[config.mk]
export PLATFORM = sky130hd
export DESIGN_NAME = md5_message_digest_unit
export DESIGN_NICKNAME = d
export VERILOG_FILES = /design/src/sv/md5_pkg.sv /design/src/sv/md5_datapath.sv /design/src/sv/md5_ctrl.sv /design/src/sv/md5_message_digest_unit.sv
export SDC_FILE = /design/constraint.sdc
export NUM_CORES = 2
export LEC_CHECK = 0
export BUFFER_PORTS_ARGS = -buffer_cell sky130_fd_sc_hd__buf_2
export CORE_UTILIZATION = 57
export CTS_CLUSTER_SIZE = 20
export DETAILED_ROUTE_END_ITERATION = 12
export PLACE_DENSITY = 0.76
export SYNTH_ARGS = -nofsm -noshare
export SYNTH_HDL_FRONTEND = slang
export SYNTH_SLANG_ARGS = --single-unit
export TNS_END_PERCENT = 30
[constraint.sdc]
create_clock -name clk -period 9.09 [get_ports clk]
set_clock_uncertainty 0.15 [all_clocks]
set_input_delay 0.909 -clock clk [delete_from_list [all_inputs] [get_ports clk]]
set_output_delay 0.909 -clock clk [all_outputs]
set_load 0.02 [all_outputs]
[src/sv/md5_pkg.sv]
`timescale 1ns / 1ps

package md5_pkg;

	localparam logic [31:0] INIT_A = 32'h67452301;
	localparam logic [31:0] INIT_B = 32'hefcdab89;
	localparam logic [31:0] INIT_C = 32'h98badcfe;
	localparam logic [31:0] INIT_D = 32'h10325476;

	localparam logic [7:0] PAD_BYTE = 8'h80;

	// Byte index where the little-endian bit length starts in the last block.
	localparam logic [5:0] LEN_POS = 6'd56;

	localparam logic [31:0] K_TABLE [64] = '{
		32'hd76aa478, 32'he8c7b756, 32'h242070db, 32'hc1bdceee,
		32'hf57c0faf, 32'h4787c62a, 32'ha8304613, 32'hfd469501,
		32'h698098d8, 32'h8b44f7af, 32'hffff5bb1, 32'h895cd7be,
		32'h6b901122, 32'hfd987193, 32'ha679438e, 32'h49b40821,
		32'hf61e2562, 32'hc040b340, 32'h265e5a51, 32'he9b6c7aa,
		32'hd62f105d, 32'h02441453, 32'hd8a1e681, 32'he7d3fbc8,
		32'h21e1cde6, 32'hc33707d6, 32'hf4d50d87, 32'h455a14ed,
		32'ha9e3e905, 32'hfcefa3f8, 32'h676f02d9, 32'h8d2a4c8a,
		32'hfffa3942, 32'h8771f681, 32'h6d9d6122, 32'hfde5380c,
		32'ha4beea44, 32'h4bdecfa9, 32'hf6bb4b60, 32'hbebfbc70,
		32'h289b7ec6, 32'heaa127fa, 32'hd4ef3085, 32'h04881d05,
		32'hd9d4d039, 32'he6db99e5, 32'h1fa27cf8, 32'hc4ac5665,
		32'hf4292244, 32'h432aff97, 32'hab9423a7, 32'hfc93a039,
		32'h655b59c3, 32'h8f0ccc92, 32'hffeff47d, 32'h85845dd1,
		32'h6fa87e4f, 32'hfe2ce6e0, 32'ha3014314, 32'h4e0811a1,
		32'hf7537e82, 32'hbd3af235, 32'h2ad7d2bb, 32'heb86d391
	};

	localparam logic [4:0] SHIFT_TABLE [16] = '{
		5'd7, 5'd12, 5'd17, 5'd22, 5'd5, 5'd9, 5'd14, 5'd20,
		5'd4, 5'd11, 5'd16, 5'd23, 5'd6, 5'd10, 5'd15, 5'd21
	};

	typedef enum logic [1:0] {
		PAD_KIND_80,
		PAD_KIND_ZERO,
		PAD_KIND_LEN
	} pad_kind_t;

	typedef struct packed {
		logic       wr_en;     // write one byte at the fill pointer
		logic       wr_pad;    // byte comes from the padding logic, not the input
		pad_kind_t  pad_kind;
		logic       rd_en;     // fetch the message word for rd_step
		logic [5:0] rd_step;
		logic       load_work; // copy chaining words into the working registers
		logic       round_en;  // run one compression step
		logic [5:0] step;
		logic       add_en;    // fold working registers into the chaining words
		logic       finish;    // capture the digest and restart the message
		logic [1:0] out_idx;
	} md5_cmd_t;

	typedef struct packed {
		logic ptr_last; // fill pointer on the last byte of the block
		logic ptr_lt56; // fill pointer below the length field
	} md5_stat_t;

	function automatic logic [3:0] msg_index(input logic [5:0] step);
		logic [3:0] j;
		logic [3:0] g;
		j = step[3:0];
		case (step[5:4])
			2'd0: g = j;
			2'd1: g = 4'(5 * j + 1);
			2'd2: g = 4'(3 * j + 5);
			default: g = 4'(7 * j);
		endcase
		return g;
	endfunction

	function automatic logic [31:0] round_fn(input logic [1:0] rnd,
		input logic [31:0] b, input logic [31:0] c, input logic [31:0] d);
		logic [31:0] f;
		case (rnd)
			2'd0: f = (b & c) | (~b & d);
			2'd1: f = (b & d) | (c & ~d);
			2'd2: f = b ^ c ^ d;
			default: f = c ^ (b | ~d);
		endcase
		return f;
	endfunction

endpackage

[src/sv/md5_datapath.sv]
`timescale 1ns / 1ps

module md5_datapath (
	input  logic              clk,
	input  logic              arst_n,
	input  md5_pkg::md5_cmd_t cmd,
	input  logic [7:0]        data_byte,
	output md5_pkg::md5_stat_t stat,
	output logic [31:0]       digest_word
);
	import md5_pkg::*;

	logic [31:0] mem [16];
	logic [31:0] rdata_q;
	logic [5:0]  ptr_q;
	logic [63:0] bit_count_q;
	logic [31:0] chain_q [4];
	logic [31:0] a_q, b_q, c_q, d_q;
	logic [31:0] dig_q [4];

	logic [7:0]  pad_byte;
	logic [7:0]  wr_byte;
	logic [31:0] t_sum;
	logic [63:0] rot_wide;
	logic [31:0] b_next;

	always_comb begin
		case (cmd.pad_kind)
			PAD_KIND_80: pad_byte = PAD_BYTE;
			PAD_KIND_LEN: pad_byte = bit_count_q[{ptr_q[2:0], 3'b000} +: 8];
			default: pad_byte = 8'h00;
		endcase
		wr_byte = cmd.wr_pad ? pad_byte : data_byte;
	end

	always_ff @(posedge clk) begin
		if (cmd.wr_en) begin
			mem[ptr_q[5:2]][{ptr_q[1:0], 3'b000} +: 8] <= wr_byte;
		end
		if (cmd.rd_en) begin
			rdata_q <= mem[msg_index(cmd.rd_step)];
		end
	end

	always_comb begin
		t_sum = a_q + round_fn(cmd.step[5:4], b_q, c_q, d_q) + rdata_q + K_TABLE[cmd.step];
		rot_wide = {t_sum, t_sum} << SHIFT_TABLE[{cmd.step[5:4], cmd.step[1:0]}];
		b_next = b_q + rot_wide[63:32];
	end

	always_ff @(posedge clk or negedge arst_n) begin
		if (!arst_n) begin
			ptr_q <= '0;
			bit_count_q <= '0;
			chain_q[0] <= INIT_A;
			chain_q[1] <= INIT_B;
			chain_q[2] <= INIT_C;
			chain_q[3] <= INIT_D;
		end else begin
			if (cmd.wr_en) begin
				ptr_q <= ptr_q + 6'd1;
			end
			if (cmd.wr_en && !cmd.wr_pad) begin
				bit_count_q <= bit_count_q + 64'd8;
			end
			if (cmd.add_en) begin
				chain_q[0] <= chain_q[0] + a_q;
				chain_q[1] <= chain_q[1] + b_q;
				chain_q[2] <= chain_q[2] + c_q;
				chain_q[3] <= chain_q[3] + d_q;
			end
			if (cmd.finish) begin
				ptr_q <= '0;
				bit_count_q <= '0;
				chain_q[0] <= INIT_A;
				chain_q[1] <= INIT_B;
				chain_q[2] <= INIT_C;
				chain_q[3] <= INIT_D;
			end
		end
	end

	always_ff @(posedge clk) begin
		if (cmd.load_work) begin
			a_q <= chain_q[0];
			b_q <= chain_q[1];
			c_q <= chain_q[2];
			d_q <= chain_q[3];
		end else if (cmd.round_en) begin
			a_q <= d_q;
			b_q <= b_next;
			c_q <= b_q;
			d_q <= c_q;
		end
		if (cmd.finish) begin
			dig_q[0] <= chain_q[0] + a_q;
			dig_q[1] <= chain_q[1] + b_q;
			dig_q[2] <= chain_q[2] + c_q;
			dig_q[3] <= chain_q[3] + d_q;
		end
	end

	assign stat.ptr_last = (ptr_q == 6'd63);
	assign stat.ptr_lt56 = (ptr_q < LEN_POS);
	assign digest_word = dig_q[cmd.out_idx];

endmodule

[src/sv/md5_ctrl.sv]
`timescale 1ns / 1ps

module md5_ctrl (
	input  logic               clk,
	input  logic               arst_n,
	input  logic               in_valid,
	input  logic               has_byte,
	input  logic               end_of_message,
	output logic               in_ready,
	output logic               out_valid,
	input  logic               out_ready,
	input  md5_pkg::md5_stat_t stat,
	output md5_pkg::md5_cmd_t  cmd
);
	import md5_pkg::*;

	typedef enum logic [2:0] {
		ST_IDLE,
		ST_PAD,
		ST_CLOAD,
		ST_CROUND,
		ST_CADD
	} state_t;

	state_t     state_q;
	logic [5:0] cnt_q;
	logic       pend_end_q;
	logic       sent80_q;
	logic       len_ok_q;
	logic       out_busy_q;
	logic [1:0] out_idx_q;

	logic accept;
	logic final_blk;

	assign in_ready  = (state_q == ST_IDLE);
	assign accept    = in_valid && in_ready;
	assign final_blk = sent80_q && len_ok_q;
	assign out_valid = out_busy_q;

	always_comb begin
		cmd = '0;
		cmd.pad_kind = PAD_KIND_ZERO;
		cmd.step = cnt_q;
		cmd.out_idx = out_idx_q;
		unique case (state_q)
			ST_IDLE: begin
				cmd.wr_en = accept && has_byte;
			end
			ST_PAD: begin
				cmd.wr_en = 1'b1;
				cmd.wr_pad = 1'b1;
				if (!sent80_q) begin
					cmd.pad_kind = PAD_KIND_80;
				end else if (len_ok_q && !stat.ptr_lt56) begin
					cmd.pad_kind = PAD_KIND_LEN;
				end
			end
			ST_CLOAD: begin
				cmd.rd_en = 1'b1;
				cmd.load_work = 1'b1;
			end
			ST_CROUND: begin
				cmd.round_en = 1'b1;
				cmd.rd_en = 1'b1;
				cmd.rd_step = cnt_q + 6'd1;
			end
			ST_CADD: begin
				cmd.finish = final_blk && !out_busy_q;
				cmd.add_en = !final_blk;
			end
			default: begin
			end
		endcase
	end

	always_ff @(posedge clk or negedge arst_n) begin
		if (!arst_n) begin
			state_q <= ST_IDLE;
			cnt_q <= '0;
			pend_end_q <= 1'b0;
			sent80_q <= 1'b0;
			len_ok_q <= 1'b0;
			out_busy_q <= 1'b0;
			out_idx_q <= '0;
		end else begin
			if (out_busy_q && out_ready) begin
				out_idx_q <= out_idx_q + 2'd1;
				if (out_idx_q == 2'd3) begin
					out_busy_q <= 1'b0;
				end
			end
			unique case (state_q)
				ST_IDLE: begin
					if (accept) begin
						if (has_byte && stat.ptr_last) begin
							pend_end_q <= end_of_message;
							state_q <= ST_CLOAD;
						end else if (end_of_message) begin
							sent80_q <= 1'b0;
							len_ok_q <= 1'b0;
							state_q <= ST_PAD;
						end
					end
				end
				ST_PAD: begin
					if (!sent80_q) begin
						sent80_q <= 1'b1;
						len_ok_q <= stat.ptr_lt56;
					end
					if (stat.ptr_last) begin
						state_q <= ST_CLOAD;
					end
				end
				ST_CLOAD: begin
					cnt_q <= '0;
					state_q <= ST_CROUND;
				end
				ST_CROUND: begin
					cnt_q <= cnt_q + 6'd1;
					if (cnt_q == 6'd63) begin
						state_q <= ST_CADD;
					end
				end
				ST_CADD: begin
					if (final_blk) begin
						// The previous digest must be fully sent before this one lands.
						if (!out_busy_q) begin
							out_busy_q <= 1'b1;
							out_idx_q <= '0;
							sent80_q <= 1'b0;
							len_ok_q <= 1'b0;
							pend_end_q <= 1'b0;
							state_q <= ST_IDLE;
						end
					end else if (sent80_q) begin
						// The pad byte spilled past the length field: one more block.
						len_ok_q <= 1'b1;
						state_q <= ST_PAD;
					end else if (pend_end_q) begin
						pend_end_q <= 1'b0;
						state_q <= ST_PAD;
					end else begin
						state_q <= ST_IDLE;
					end
				end
				default: begin
					state_q <= ST_IDLE;
				end
			endcase
		end
	end

endmodule

[src/sv/md5_message_digest_unit.sv]
`timescale 1ns / 1ps

// MD5 digest over a byte stream.
// Input channel s_*: one request per cycle while idle; s_tdata[7:0] is a
// message byte, valid when s_tuser[0] is set, and s_tlast ends the message.
// Output channel m_*: four requests per message, digest words A, B, C, D,
// with the word number on m_tuser and m_tlast on word D.
// Every 64th byte starts a compression (word fetch, 64 rounds through one
// round unit, final add), during which s_tready is low. End of message
// writes pad bytes one per cycle to the end of the block through the single
// byte write port, then compresses, twice when the length does not fit.
// The digest sits in its own registers, so the next message is taken while
// the receiver stalls; only a second digest waits for the first.
// Reset puts the chaining words at their initial values and clears the
// byte and bit counters.
module md5_message_digest_unit (
	input  logic        clk,
	input  logic        arst_n,
	input  logic        s_tvalid,
	output logic        s_tready,
	input  logic [7:0]  s_tdata,  // [7:0] data_byte
	input  logic [0:0]  s_tuser,  // [0] has_byte
	input  logic        s_tlast,  // end_of_message
	output logic        m_tvalid,
	input  logic        m_tready,
	output logic [31:0] m_tdata,  // [31:0] digest_word
	output logic [1:0]  m_tuser,  // [1:0] word_index
	output logic        m_tlast   // last_word
);
	import md5_pkg::*;

	md5_cmd_t  cmd;
	md5_stat_t stat;

	md5_ctrl u_ctrl (
		.clk            (clk),
		.arst_n         (arst_n),
		.in_valid       (s_tvalid),
		.has_byte       (s_tuser[0]),
		.end_of_message (s_tlast),
		.in_ready       (s_tready),
		.out_valid      (m_tvalid),
		.out_ready      (m_tready),
		.stat           (stat),
		.cmd            (cmd)
	);

	md5_datapath u_datapath (
		.clk         (clk),
		.arst_n      (arst_n),
		.cmd         (cmd),
		.data_byte   (s_tdata),
		.stat        (stat),
		.digest_word (m_tdata)
	);

	assign m_tuser = cmd.out_idx;
	assign m_tlast = (cmd.out_idx == 2'd3);

`ifndef SYNTH
	a_no_write_in_round: assert property (@(posedge clk) disable iff (!arst_n)
		cmd.round_en |-> !cmd.wr_en)
		else $error("block buffer written during a compression round");

	a_no_digest_overrun: assert property (@(posedge clk) disable iff (!arst_n)
		cmd.finish |-> !m_tvalid)
		else $error("digest captured while previous digest still pending");

	a_no_input_in_round: assert property (@(posedge clk) disable iff (!arst_n)
		cmd.round_en |-> !s_tready)
		else $error("input taken during compression");
`endif

endmodule
### Yosys cells after proc, flatten, opt, wreduce, memory -nomap -nowiden

Memories as Yosys holds them, arrays and structs flattened. A register that Yosys moved wholly into a read port is not among the register bits.
Index checks and enable logic that the tools add are counted.

* register bits after elaboration: 341
* bits in writable memories: 640
* ROM bits: 2128
* input port bits: 14
* output and inout port bits: 37
* word-level logic and storage cells: 184
* memories: 4

* $add $sub $neg: 15
* multipliers: 3
* $lt $le $gt $ge: 3
* eq/ne operators: 25
* shift operators: 4
* muxes and demuxes: 71
* bitwise gates (word level): 14
* reduce and logical (&&, ||, !) cells: 28

Memories
* (no name shown): words 64, width 32, rd ports 1, clocked after Yosys merged registers in 0, wr ports 0, line md5_datapath.sv:46 `t_sum = a_q + round_fn(cmd.step[5:4], b_q, c_q, d_q) + rdata_q + K_TABLE[cmd.step];`
* u_datapath.mem: words 16, width 32, rd ports 1, clocked after Yosys merged registers in 1, wr ports 1, line md5_datapath.sv:13 `logic [31:0] mem [16];`
* u_datapath.dig_q: words 4, width 32, rd ports 1, clocked after Yosys merged registers in 0, wr ports 4, line md5_datapath.sv:19 `logic [31:0] dig_q [4];`
* (no name shown): words 16, width 5, rd ports 1, clocked after Yosys merged registers in 0, wr ports 0, line md5_datapath.sv:47 `rot_wide = {t_sum, t_sum} << SHIFT_TABLE[{cmd.step[5:4], cmd.step[1:0]}];`

Operators by type and width (count)
* 2-to-1 mux 32 bit: 11
* adder 32 bit: 8
* 2-to-1 mux 128 bit: 2
* AND 32 bit: 4
* 2-to-1 mux 64 bit: 2
* bitwise OR 32 bit: 3
* case mux 32 bit (3 select lines): 1
* XOR 32 bit: 3
* adder 64 x 4 -> 64 bit (second input constant): 1
* inverter 32 bit: 2
* indexed part select 64 x 7 -> 8 bit: 1
* << shifter 64 x 5 -> 64 bit: 1
* variable shift 8 x 7 -> 32 bit (first input constant): 1
* indexed part select 8 x 7 -> 32 bit: 1
* 2-to-1 mux 3 bit: 9
* 2-to-1 mux 1 bit: 24
* 2-to-1 mux 6 bit: 3
* case mux 8 bit (2 select lines): 1
* case mux 3 bit (5 select lines): 1
* 2-to-1 mux 2 bit: 7
* adder 6 x 1 -> 6 bit (second input constant): 2
* equality test 6 bit (second input constant): 2
* inequality test 2 bit (second input constant): 6
* case mux 4 bit (3 select lines): 1
* other kinds (35): 66

### Longest topological paths before layout

* depth after elaboration: 11
* gate-level depth with buffers: 45
* depth with buffers taken out: 42

### Hierarchy

From an unflattened synthesis, not the netlist that was laid out.

* cells, all modules: 5029
* area, all modules: 58946.5 µm²

By module, submodules not included
* md5_datapath: times used 1, cells each 4911, area an instance 57976.9 µm², sequential area each 28982.8 µm²
* md5_ctrl: times used 1, cells each 117, area an instance 963.4 µm², sequential area each 375.4 µm²
* md5_message_digest_unit: times used 1, cells each 1, area an instance 6.3 µm², sequential area each 0.0 µm²

### Least setup slack after synthesis

No wires, ideal clock.

* path kind: flip-flop to flip-flop
* start point: register u_ctrl.cnt_q[0]
* end point: register u_datapath.b_q[31], data pin
* library setup time: 0.258 ns
* data arrival time: 9.112 ns
* required time: 8.682 ns
* setup slack: -0.431 ns
* cell stages (with the launch flop): 44
* path buffers: 3
* period minus slack after synthesis: 9.521 ns
* cells stage by stage: dfrtp_1 clkbuf_1 clkinv_1 ha_1 clkbuf_1 clkbuf_1 nor2b_1 nor3_1 a21oi_1 mux4_2 fa_1 inv_1 fa_1 inv_1 ha_1 inv_1 fa_1 nor2b_4 [8 not listed] mux4_2 a21o_1 mux2_2 mux2_2 ha_1 a21o_1 a21oi_1 nand2_1 o221ai_1 o211ai_1 nand3_1 nand2_1 a31oi_1 o21bai_1 a21o_1 a2111o_1 a21oi_1 nor3_2

* word-level cells in the longest chain between the ends: 9
* elaborated cells between the ends (all ways): 13
* those cells by class: add/sub: 2; shift: 1; mux: 6; bitwise: 2; memory: 2

Ends and longest elaborated chain
* start: declaration: line md5_ctrl.sv:26 `logic [5:0] cnt_q;`
* start signal: assignment: line md5_ctrl.sv:120 `cnt_q <= cnt_q + 6'd1;`
* inverter 6 -> 7 bit (not written as such): line md5_datapath.sv:46
* memory read (64 x 32 bit)
* 2-to-1 mux 32 bit (not written as such) (2 in a row): line md5_datapath.sv:46
* adder 32 bit: line md5_datapath.sv:46
* << shifter 64 x 5 -> 64 bit (*): line md5_datapath.sv:47
* adder 32 bit (*): line md5_datapath.sv:48 `b_next = b_q + rot_wide[63:32];`
* 2-to-1 mux 32 bit (*): line md5_datapath.sv:89 `end else if (cmd.round_en) begin`
* 2-to-1 mux 32 bit (*): line md5_datapath.sv:84 `if (cmd.load_work) begin`
* end signal: assignment: line md5_datapath.sv:86 `b_q <= chain_q[1];`
* end signal: assignment: line md5_datapath.sv:91 `b_q <= b_next;`
* end: declaration: line md5_datapath.sv:18 `logic [31:0] a_q, b_q, c_q, d_q;`

Mark *: on every way between the ends. The rest lies on a longest branch, timed or not. The select of a mux whose other input is x is not followed.
A chain may end at the register's enable or synchronous reset.

### Worst setup path in the final report

* start point: register u_ctrl.cnt_q[0]
* end point: register u_datapath.b_q[28], data pin

Same word-level chain as after synthesis.

==> qor.txt <==
status -> complete, no violations
cell taking the most area after synthesis -> edfxtp_1
Reg clk slew, reported paths -> 0.07 ns
Final Hold Violating Endpoints -> 0
#FFs+latches synth -> 1010
# fillers -> 7444
Clock Latency Late Sink -> 0.74 ns
met1 usage -> 49.2%
Final Util -> 67.0%
fin worst setup slack -> 0.130 ns
post-synth top area share -> 41.4%
total wire length -> 182 mm
Req. time, crit path -> 9.34 ns
CTS Buf Count -> 103
DR iter-0 viols -> 5301
Placer Congestion -> 1.06
vias in the first global route -> 43.0k
cts hold-fix bufs -> 0
pre-CTS WS -> -0.456 ns
effective utilization at floorplan -> 57.8%
Flop pwr share -> 49.9%
area of the multi-input gates -> 27500 µm²
grt ovf -> 0
Hold Slack -> 0.00899 ns
HPWL Detailed -> 129 mm
met2 Usage GRT -> 54.9%
initial antenna violation count -> 2
Vias -> 44.8k
Yosys warnings -> 0
post-DR wirelength/cell -> 25.8 µm
Leak -> 26.0 nW
Post-Synthesis Cells -> 5209
commonest cells in the netlist -> 800 x edfxtp_1, 752 x nand2_1, 408 x nor2_1, 362 x a21oi_1, 284 x o21ai_0
P per Cell Area -> 148 nW/µm²
CP Capture Type -> flop
RSZ-0062 raised after global routing -> true
H-tree depth -> 3
EDFF count, synth -> 800
largest net degree at the start of global routing -> 142
met3 Use GR -> 5.72%
setup violators final -> 0
Bufs on Longest Clock Path -> 3
share of cells above drive strength 1 -> 20.3%
Area contributors post-synth -> edfxtp_1 41%, mux4_2 7.0%, dfrtp_1 6.3%
area growth from synthesis to layout -> 16.0%
DRC violations left -> 0
vias per cell -> 6.35
slowest stage delay, CP -> 0.51 ns
setup TNS -> 0 ns
Max VDD drop -> 0.000202 V
Clk pwr share -> 44.9%
Gate power share -> 5.2%
CTS root buf -> clkbuf_16
Routed Antenna Nets -> 0
Worst path slowest cell -> fa_1
relative slew slack -> 17.5%
register area share after synthesis -> 50.6%
worst-margin pin slew -> 1.21 ns
Placement Rows -> 116
IO buf count -> 50
# nets final -> 5915
critical path data arrival time -> 9.21 ns
Async SR Flop Fraction -> 20.8%
crit-path max FO -> 6
num ports -> 51
Reg2Reg Setup Slack -> 0.13 ns
post-synth cell types -> 87
type of the worst min-delay path -> in -> async
internal power -> 7.69 mW
syn avg cell area -> 11.1 µm²
CTS tree -> built
drt pass-1 iters -> 6
clock sinks -> 1010
Sw Ratio -> 22.7%
gr usage total -> 35.1%
NetSw -> 2.26 mW
Final Critical Period -> 8.96 ns
Synth Net Count -> 5515
max_cap viols -> 0
total core area -> 100000 µm²
final-report max-slew violation count -> 0
Die W -> 321 µm
Synth Flop Type -> edfxtp_1
period utilisation layout -> 98.6%
total power -> 9.94 mW
crit path kind -> reg -> reg
register cell area after layout -> 29400 µm²
critical path startpoint category -> flop
Die H -> 321 µm
Most Used Layer, Global Route -> met2
Syn Std Cell Area -> 58000 µm²
top-count cell post-synth -> edfxtp_1
Max Clock Freq -> 112 MHz
global-route wire length before repair -> 271 mm
area of the die -> 103000 µm²
cell type report:
| class | instances | area share, % |
|---|---|---|
| antenna | 1 | 0.00372 |
| clock buffer | 128 | 4.06 |
| clock inverter | 68 | 1.25 |
| inverter | 229 | 1.31 |
| multi-input combinational | 3709 | 40.9 |
| sequential | 1010 | 43.6 |
| tap | 1357 | 2.52 |
| timing repair buffer | 556 | 6.33 |
flip-flops by register name (all words and copies together) (netlist names):
register                flops
u_datapath.c_q             32
u_datapath.ptr_q            6
u_datapath.d_q             32
u_ctrl.sent80_q             1
u_ctrl.pend_end_q           1
u_datapath.chain_q        128
u_datapath.mem            512
u_ctrl.out_valid            1
u_datapath.a_q             32
u_ctrl.state_q              3
u_datapath.rdata_q         32
u_datapath.bit_count_q     61
u_ctrl.len_ok_q             1
u_datapath.dig_q          128
u_datapath.b_q             32
u_ctrl.cnt_q                6
u_ctrl.out_idx_q            2
per-layer routing:
| layer | share of wire [%] | up-vias | wire length [µm] |
|---|---|---|---|
| li1 | - | 19900 | - |
| met1 | 41 | 22300 | 74300 |
| met2 | 46 | 2284 | 84200 |
| met3 | 8.6 | 389 | 15700 |
| met4 | 4.3 | 0 | 7820 |
| met5 | 0 | - | 0 |
path summary, 6_finish.rpt:
| kind | startpoint | end | depth (start not counted) |
|---|---|---|---|
| worst max-delay path | u_ctrl.cnt_q[0] | u_datapath.b_q[28] | 42 |
| worst min-delay path | arst_n | u_datapath.bit_count_q[14] | 1 |
| worst max register to register | u_ctrl.cnt_q[0] | u_datapath.b_q[28] | 42 |
| worst min register to register | u_datapath.chain_q[4] | u_datapath.chain_q[4] | 2 |
| max in group asynchronous | arst_n | u_datapath.chain_q[11] | 3 |
| min in group clk | u_datapath.chain_q[4] | u_datapath.chain_q[4] | 2 |
stage by stage:
stage / std cells / cell area (µm²)
floorplan: 5209 / 58000
global placement: 6832 / 62800
detailed placement: 6832 / 62800
CTS: 7042 / 66700
global route: 7058 / 67300
finish: 7058 / 67300
repair_timing:
action | in CTS | in global routing
buffers inserted | 14 | 17
pin swaps | 27 | 55
setup endpoints to repair | 13 | 15
gates resized for setup | 55 | 111
placed cells by master, fill, tap and decap left out, drive strengths merged, types with 119 or more instances in the layout:
cell type / n
a21oi: 367
buf: 556
clkbuf: 128
dfrtp: 146
edfxtp: 800
ha: 223
inv: 231
mux4: 180
nand2: 752
nand3: 119
nor2: 409
o21ai: 293
xnor2: 189
power groups by stage:
stage	clock [mW]	combinational (mW)	sequential (mW)
after global routing	4.66	0.541	4.96
after global placement	0	0.519	5.05
final	4.47	0.518	4.96
after detailed placement	0	0.521	5.05
after CTS	4.49	0.523	4.96
after floorplan	0	0.310	5.05
logic make-up (layout without fill, tap and decap cells):
| family | after synthesis | count (layout) | share of synthesized area, % |
|---|---|---|---|
| and+or+nand+nor | 1635 | 1635 | 12.4 |
| buffers and inverters | 490 | 981 | 3.28 |
| adders and majority gates | 292 | 292 | 7.19 |
| DFF | 1010 | 1010 | 50.6 |
| other | 0 | 1 | 0 |
| xor gates and xnor gates | 301 | 301 | 4.54 |
| muxes | 319 | 319 | 9.43 |
| AOI/OAI and AO/OA | 1162 | 1162 | 12.6 |
critical path: cells and delay by family, from the launching register on:
kind                     cells  cell delay (ns)
adder cells (fa/ha/maj)      6             2.19
XOR/XNOR                     1             0.12
flip-flops                   1             0.40
AND/OR/NAND/NOR              6             0.64
buffers and inverters        5             0.43
multiplexers                 5             1.56
AO/OA/AOI/OAI               19             3.14
Power figures use the tool's default switching activity.
